--- config.mk ---
export PLATFORM = sky130hd
export DESIGN_NAME = gvi_axis
export DESIGN_NICKNAME = d
export VERILOG_FILES = /design/src/hw/rtl/assert_macros.svh /design/src/hw/rtl/gvi_pkg.sv /design/src/hw/rtl/gvi_axis.sv
export SDC_FILE = /design/constraint.sdc
export NUM_CORES = 1
export LEC_CHECK = 0
export BUFFER_PORTS_ARGS = -buffer_cell sky130_fd_sc_hd__buf_4
export CORE_AREA = 3 3 136 138
export DETAILED_ROUTE_END_ITERATION = 8
export DIE_AREA = 0 0 139 141
export PLACE_DENSITY = 0.7
export SLEW_MARGIN = 20
export SYNTH_ARGS = -nofsm -noshare
export SYNTH_HDL_FRONTEND = slang
export SYNTH_SLANG_ARGS = --single-unit
--- constraint.sdc ---
create_clock -name vclk -period 5.47
set_clock_uncertainty 0.15 [all_clocks]
set_input_delay 0 -clock vclk [all_inputs]
set_output_delay 0 -clock vclk [all_outputs]
set_load 0.1 [all_outputs]
--- src/hw/rtl/assert_macros.svh ---
// Assertion macros shared by the grid interpolator RTL.
`ifndef ASSERT_MACROS_SVH
`define ASSERT_MACROS_SVH

// Same-cycle implication, sampled on clk, off during reset.
`define GVI_ASSERT_IMPLIES(lbl, ante, cons, msg) \
	lbl: assert property (@(posedge clk) disable iff (!arst_n) (ante) |-> (cons)) \
		else $error(msg);

// Next-cycle implication, sampled on clk, off during reset.
`define GVI_ASSERT_NEXT(lbl, ante, cons, msg) \
	lbl: assert property (@(posedge clk) disable iff (!arst_n) (ante) |=> (cons)) \
		else $error(msg);

`endif

--- src/hw/rtl/gvi_pkg.sv ---
// Types, constants and sizes shared by the grid interpolator modules.
`timescale 1ns / 1ps
`default_nettype none

package gvi_pkg;

	localparam int GRID_NX       = 64;
	localparam int GRID_NY       = 64;
	localparam int GRID_NZ       = 32;
	localparam int POS_FRAC_BITS = 8;
	localparam int POS_SCALE     = 1 << POS_FRAC_BITS;

	localparam int NODE_XY_W = 6;
	localparam int NODE_Z_W  = 5;
	localparam int POS_XY_W  = 14;
	localparam int POS_Z_W   = 13;
	localparam int COMP_W    = 32;

	// integer part of a position, and room for the grid limit compare
	localparam int BASE_W = POS_XY_W - POS_FRAC_BITS;
	localparam int LIM_W  = BASE_W + 2;

	// weights are exact integers at scale 2^W_SHIFT, magnitude up to 2^W_SHIFT
	localparam int W_SHIFT  = 2 * POS_FRAC_BITS + 1;
	localparam int WEIGHT_W = W_SHIFT + 2;
	localparam int PROD_W   = COMP_W + WEIGHT_W;
	localparam int ACC_W    = PROD_W + 2;

	localparam int NODE_COUNT = GRID_NX * GRID_NY * GRID_NZ;
	localparam int ADDR_W     = $clog2(NODE_COUNT);

	localparam logic OP_LOAD  = 1'b0;
	localparam logic OP_QUERY = 1'b1;

	typedef logic signed [COMP_W-1:0]   comp_t;
	typedef comp_t [2:0]                vec3_t;
	typedef logic signed [WEIGHT_W-1:0] weight_t;

	typedef enum logic [1:0] {
		DEST_YV,
		DEST_XV,
		DEST_OUT
	} dest_t;

	typedef struct packed {
		logic       valid;
		logic       first;
		logic       last;
		dest_t      dest;
		logic [1:0] idx;
	} mac_ctl_t;

	typedef struct packed {
		logic       busy;
		logic       valid;
		dest_t      dest;
		logic [1:0] idx;
		vec3_t      value;
	} mac_res_t;

	typedef struct packed {
		logic              ok;
		logic [BASE_W-1:0] base;
		weight_t [2:0]     w;
	} axis_t;

	typedef struct packed {
		logic                 operation;
		logic [NODE_XY_W-1:0] node_x;
		logic [NODE_XY_W-1:0] node_y;
		logic [NODE_Z_W-1:0]  node_z;
		logic signed [COMP_W-1:0] load_bx;
		logic signed [COMP_W-1:0] load_by;
		logic signed [COMP_W-1:0] load_bz;
		logic [POS_XY_W-1:0]  pos_x;
		logic [POS_XY_W-1:0]  pos_y;
		logic [POS_Z_W-1:0]   pos_z;
	} in_item_t;

	typedef struct packed {
		logic signed [COMP_W-1:0] out_bx;
		logic signed [COMP_W-1:0] out_by;
		logic signed [COMP_W-1:0] out_bz;
		logic                     off_grid;
	} out_item_t;

endpackage

`default_nettype wire

--- src/hw/rtl/gvi_axis.sv ---
// Per-axis setup: first node, range check and Lagrange weights.
`timescale 1ns / 1ps
`default_nettype none

module gvi_axis (
	input  wire logic [gvi_pkg::POS_XY_W-1:0] p,
	input  wire logic [gvi_pkg::LIM_W-1:0]    n,
	input  wire logic                         quad,
	output gvi_pkg::axis_t                    res
);

	import gvi_pkg::*;

	localparam int F = POS_FRAC_BITS;
	localparam weight_t SCALE_W  = weight_t'(POS_SCALE);
	localparam weight_t SCALE_SQ = weight_t'(1) <<< (2 * F);

	logic [BASE_W-1:0]   i_lin;
	logic [F-1:0]        frac;
	logic [F:0]          s_minus_f;
	logic [POS_XY_W:0]   p_round;
	logic [BASE_W:0]     c;
	logic signed [F:0]   d;
	weight_t             dw, dm, dp, d2;

	always_comb begin
		i_lin     = p[POS_XY_W-1:F];
		frac      = p[F-1:0];
		s_minus_f = (F+1)'(POS_SCALE) - {1'b0, frac};
		p_round   = {1'b0, p} + (POS_XY_W+1)'(POS_SCALE / 2);
		c         = p_round[POS_XY_W:F];
		// offset from the rounded node, in [-S/2, S/2)
		d         = $signed(p[F:0] - {c[0], {F{1'b0}}});
		dw        = weight_t'(d);
		dm        = dw - SCALE_W;
		dp        = dw + SCALE_W;
		d2        = dw * dw;

		if (quad) begin
			res.ok   = (c != '0) && ((LIM_W'(c) + LIM_W'(1)) < n);
			res.base = BASE_W'(c - (BASE_W+1)'(1));
			res.w[0] = dw * dm;
			res.w[1] = (SCALE_SQ - d2) <<< 1;
			res.w[2] = dw * dp;
		end else begin
			res.ok   = (LIM_W'(i_lin) + LIM_W'(1)) < n;
			res.base = i_lin;
			res.w[0] = weight_t'({s_minus_f, {(F+1){1'b0}}});
			res.w[1] = weight_t'({1'b0, frac, {(F+1){1'b0}}});
			res.w[2] = '0;
		end
	end

endmodule

`default_nettype wire

==> flow_summary.toml, run 1 <==
[route]
route.met2.wl_mm = 10.4
wl_met3_um = 580
drt_iter0_drc = 208
antenna_left = 0
top_layer = "met4"
via_count = 6990
wl_met1_mm = 8.45
routed_wl_mm = 19.7
drt_first_pass_iters = 6
drc_errors = 0
routedWlPerCell_um = 14.1
drt-vias-per-instance = 5.00

[logic_synthesis]
synth_area_leader_cell = "fa_1"
ys_warn_count = 0
seq_area_frac_synth = 0
synth_top_cell_area_share = 0.348
netlist_area_um2 = 8460
synth_area_leaders = "fa_1 (35%), ha_1 (24%), inv_1 (11%)"
syn-instance-count = 986
ys_types = 51
syn_avg_cell_area_um2 = 8.58

[final_layout]
seq_cell_count = 0
antenna_cells = 0
nFillCells = 1492
seq_area_um2 = 0
layout.nets = 1504
multi_input_area_um2 = 7890
n_clock_buffer = 0
drive_gt1_frac = 0.258
finalNonFillerCells = 1397
area_delta_synth_final_pct = 28.9

[placement]
port_buffers = 84
place_inst = 1387
globalplace.congestion = 0.862
post-dp-hpwl_mm = 16.8

[global_route]
grt_pass1_wl_mm = 32.9
grt_overflow_total = 0
grt_pass1_vias = 7389
grt_max_degree = 73
antenna_found_initial = 0
grt_usage = 0.198

[setup_path]
critPathLaunchType = "input port"
worst_path_largest_cell_delay_ns = 0.57
endpoint_kind = "output pin"
cp.required_ns = 5.32
cp.arrival_ns = 5.49
path_cells = "buf_8 > ha_4 > xor2_4 > buf_6 > nor2_4 > fa_1 > inv_2 > fa_1 > inv_2 > fa_1 > fa_1 > fa_1 > ha_4 > a21o_1 > a22o_4 > a221oi_2 > nand2b_1 > o311a_1 > or3_1 > and3_4 > buf_12"
cpMostUsedCell = "fa_1"
worstSetupPathType = "input port to output pin"
slowest_stage = "fa_1"
worstPathMaxFanout = 7

[sta]
slew_headroom = 0.409
hold_viol_final = 0
fmax_mhz = 177
setup_viol_count_final = 4
timing.final.crit_share = 1.03
tightest_slew_ns = 0.886
period_needed_ns = 5.64
worst_slack_ns = -0.171
grt_setup_unrepaired = "yes"
report.final.slew_viol_count = 0

[status]
violations = "setup timing"
outcome = "finished, violations left"

[floorplan]
die_area_um2 = 19600
die_h_um = 141
initial_core_util = 0.489
dieWidth_um = 139
core.rowCount = 48
io-pin-count = 87
coreArea_um2 = 17300

[run]
drv_cap = 0

[worst_hold_path]
hold_path.class = "input port to output pin"
==> area by class of cell <==
| cell class | instances | area share |
|---|---|---|
| tap | 225 | 0.0258 |
| timing repair buffer | 215 | 0.167 |
| inverter | 242 | 0.0838 |
| multi-input combinational | 715 | 0.724 |
==> cells in the mapped netlist (16+ instances only) <==
cell type	count
o21ai_0	29
xnor2_1	47
ha_1	160
inv_1	240
xor2_1	27
and2_1	16
nor2_1	57
nand3_1	16
fa_1	147
clkbuf_1	17
nand2_1	57
a21oi_1	42
==> placed cells by master (no fill, tap or decap), types with 5 or more instances in the layout <==
master	n
o21ai_1	5
inv_1	228
buf_6	6
fa_1	147
nand3_1	16
a21oi_2	8
xnor2_1	47
nor2b_1	8
o211ai_1	5
a21oi_4	7
inv_2	10
o21ai_0	20
buf_12	14
nand2_1	52
nor3_1	6
ha_4	9
ha_1	149
a21o_1	5
nand2b_1	14
or3_1	5
and2_1	13
nor2_2	5
nor2_1	50
o21a_1	7
buf_4	194
a21oi_1	27
and3_1	7
xor2_1	24
==> cells by family (layout without fill, tap and decap cells) <==
logic type / after synthesis / count (layout) / share of synthesized area
compound gates: 114 / 114 / 0.0821
xor+xnor: 74 / 74 / 0.0766
fa+ha+maj: 307 / 307 / 0.584
buf+inv: 274 / 457 / 0.127
mux: 9 / 9 / 0.0108
other cells: 1 / 4 / 0.000443
simple gates: 207 / 207 / 0.118
==> repair_timing <==
item                       in CTS  in global routing
setup endpoints to repair      10                 17
setup buffers                   5                  7
hold buffers                    0                  0
pin swaps                      19                 40
gates resized for setup        52                 67
==> path summary, 6_finish.rpt <==
path | startpoint | slack, ns | cells after the start | endpoint
worst min-delay path | p[12] | 0.28 | 3 | res[61]
worst max-delay path | p[8] | -0.17 | 21 | res[18]
==> stage by stage <==
stage           util  TNS [ns]  setup slack (ns)  hold slack [ns]  area, µm²
2_1_floorplan      -  -0.00685          -0.00685            0.211       8670
3_5_place_dp   0.597     -2.25            -0.333            0.268      10300
4_1_cts        0.613    -0.406            -0.145            0.276      10600
3_3_place_gp   0.597     -1.44            -0.233            0.271      10300
6_report       0.631    -0.243            -0.171            0.277      10900
5_1_grt        0.631     -2.10            -0.329            0.295      10900
==> metal layers <==
layer | vias to the layer above | track usage
met3 | 14 | 0.00543
met5 | - | 0
met2 | 125 | 0.379
met4 | 0 | 0.0232
met1 | 3433 | 0.258
li1 | 3418 | -
==> worst max-delay path, delay by kind of cell <==
| kind | cells | cell delay (ns) |
|---|---|---|
| adder cells (fa/ha/maj) | 7 | 3.05 |
| XOR/XNOR | 1 | 0.17 |
| AO/OA/AOI/OAI | 4 | 1.03 |
| buffers and inverters | 5 | 0.52 |
| AND/OR/NAND/NOR | 4 | 0.72 |
Power of run 1 is left out: the tool's default activity adds up to more than one toggle a clock period on the data nets, which glitch-free logic cannot reach.
==> run 2, diff against run 1 <==
- CORE_AREA: 3 3 136 138 -> 3 3 135 169
- DIE_AREA: 0 0 139 141 -> 0 0 138 172
- PLACE_DENSITY: 0.7 -> default
==> flow_summary.toml, run 2 (synthesis gave the netlist of run 1 again) <==
[floorplan]
core.rowCount = 60
initial_core_util = 0.394
io-pin-count = 87
dieWidth_um = 138
die_area_um2 = 23700
coreArea_um2 = 21500
die_h_um = 172

[global_route]
grt_overflow_total = 0
grt_max_degree = 73
antenna_found_initial = 0
grt_pass1_vias = 7376
grt_usage = 0.164
grt_pass1_wl_mm = 33.2

[final_layout]
seq_area_um2 = 0
layout.nets = 1498
finalNonFillerCells = 1445
antenna_cells = 0
n_clock_buffer = 0
drive_gt1_frac = 0.260
area_delta_synth_final_pct = 29.1
final_common_cell = "inv_1"
seq_cell_count = 0
final_cell_mix = "inv_1 (227), buf_4 (186), ha_1 (150), fa_1 (143), nand2_1 (52)"

[sta]
tightest_slew_ns = 0.904
worst_slack_ns = -0.186
setup_viol_count_final = 2
hold_viol_final = 0
grt_setup_unrepaired = "yes"
fmax_mhz = 177
period_needed_ns = 5.66
report.final.slew_viol_count = 0
timing.final.crit_share = 1.03
slew_headroom = 0.397

[route]
drt-vias-per-instance = 4.78
via_count = 6903
routedWlPerCell_um = 13.4
drt_first_pass_iters = 4
drc_errors = 0
antenna_left = 0
drt_iter0_drc = 190
routed_wl_mm = 19.4

[setup_path]
path_cells = "buf_6 > ha_4 > xor2_4 > buf_12 > nor2_4 > fa_1 > inv_1 > fa_1 > inv_2 > fa_1 > fa_1 > fa_2 > ha_4 > a21o_1 > a22o_4 > a221oi_4 > nand2b_1 > o311a_1 > or3_1 > and3_4 > buf_12"
worstSetupPathType = "input port to output pin"
crit_family = "adder cells"
cpMostUsedCell = "fa_1"
slowest_stage = "fa_2"
crit_buf_inv = 5
worstPathMaxFanout = 5
cp.required_ns = 5.32
endpoint_kind = "output pin"
critPathLaunchType = "input port"
worst_path_largest_cell_delay_ns = 0.56
cp.arrival_ns = 5.51

[placement]
post-dp-hpwl_mm = 16.4
globalplace.congestion = 0.828
port_buffers = 84
post-place-ws_ns = -0.334
place_inst = 1434

[status]
outcome = "finished, violations left"
violations = "setup timing"

[worst_hold_path]
hold_path.class = "input port to output pin"
hold-path-endpoint = "res[60]"
worstHoldStart = "p[11]"
worstHoldPathCells = 3

[run]
drv_cap = 0
## run 2: changes by cell type in the layout (fill, tap and decap cells not counted), sizes merged
cell,change
clkinvlp,-1
buf,-6
inv,+1
## run 2: through the flow
stage	area, µm²	utilization	hold WS [ns]	TNS, ns
finish	10900	0.509	0.282	-0.296
floorplan	8670	-	0.211	-0.00685
CTS	10600	0.494	0.280	-0.625
global route	10900	0.509	0.293	-1.34
detailed placement	10300	0.481	0.273	-2.71
global placement	10300	0.481	0.272	-2.02
## run 2: area by class of cell
cell class / instances / area, µm²
Fill cell: 2086 / 10500
Inverter: 242 / 916
Multi-Input combinational cell: 715 / 7890
Tap cell: 279 / 349
Timing Repair Buffer: 209 / 1770
## run 2: routing by layer
metal | GRT usage | vias up | wire length [µm]
li1 | - | 3400 | -
met1 | 0.191 | 3386 | 7650
met4 | 0.0228 | 0 | 283
met5 | 0 | - | 0
met3 | 0.00775 | 16 | 491
met2 | 0.339 | 101 | 11000
## run 2: worst min-delay path, delay by kind of cell
kind / cells / cell delay, ns
xor+xnor: 1 / 0.08
buf+inv: 2 / 0.35
## run 2: what timing repair did
action | 4_1_cts | 5_1_grt
endpoints found under the setup margin | 14 | 21
pin swaps | 28 | 60
buffers inserted | 7 | 6
hold buffers | 0 | 0
gates resized for setup | 54 | 76
## run 2: how the worst max path moves through the flow
stage,to,from,cells after the start
2_1_floorplan,res[44],p[0],17
3_3_place_gp,res[35],p[7],23
3_5_place_dp,res[18],p[7],21
4_1_cts,res[18],p[8],21
5_1_grt,res[18],p[7],21
6_report,res[18],p[7],21
Power of run 2 is left out for the same reason.
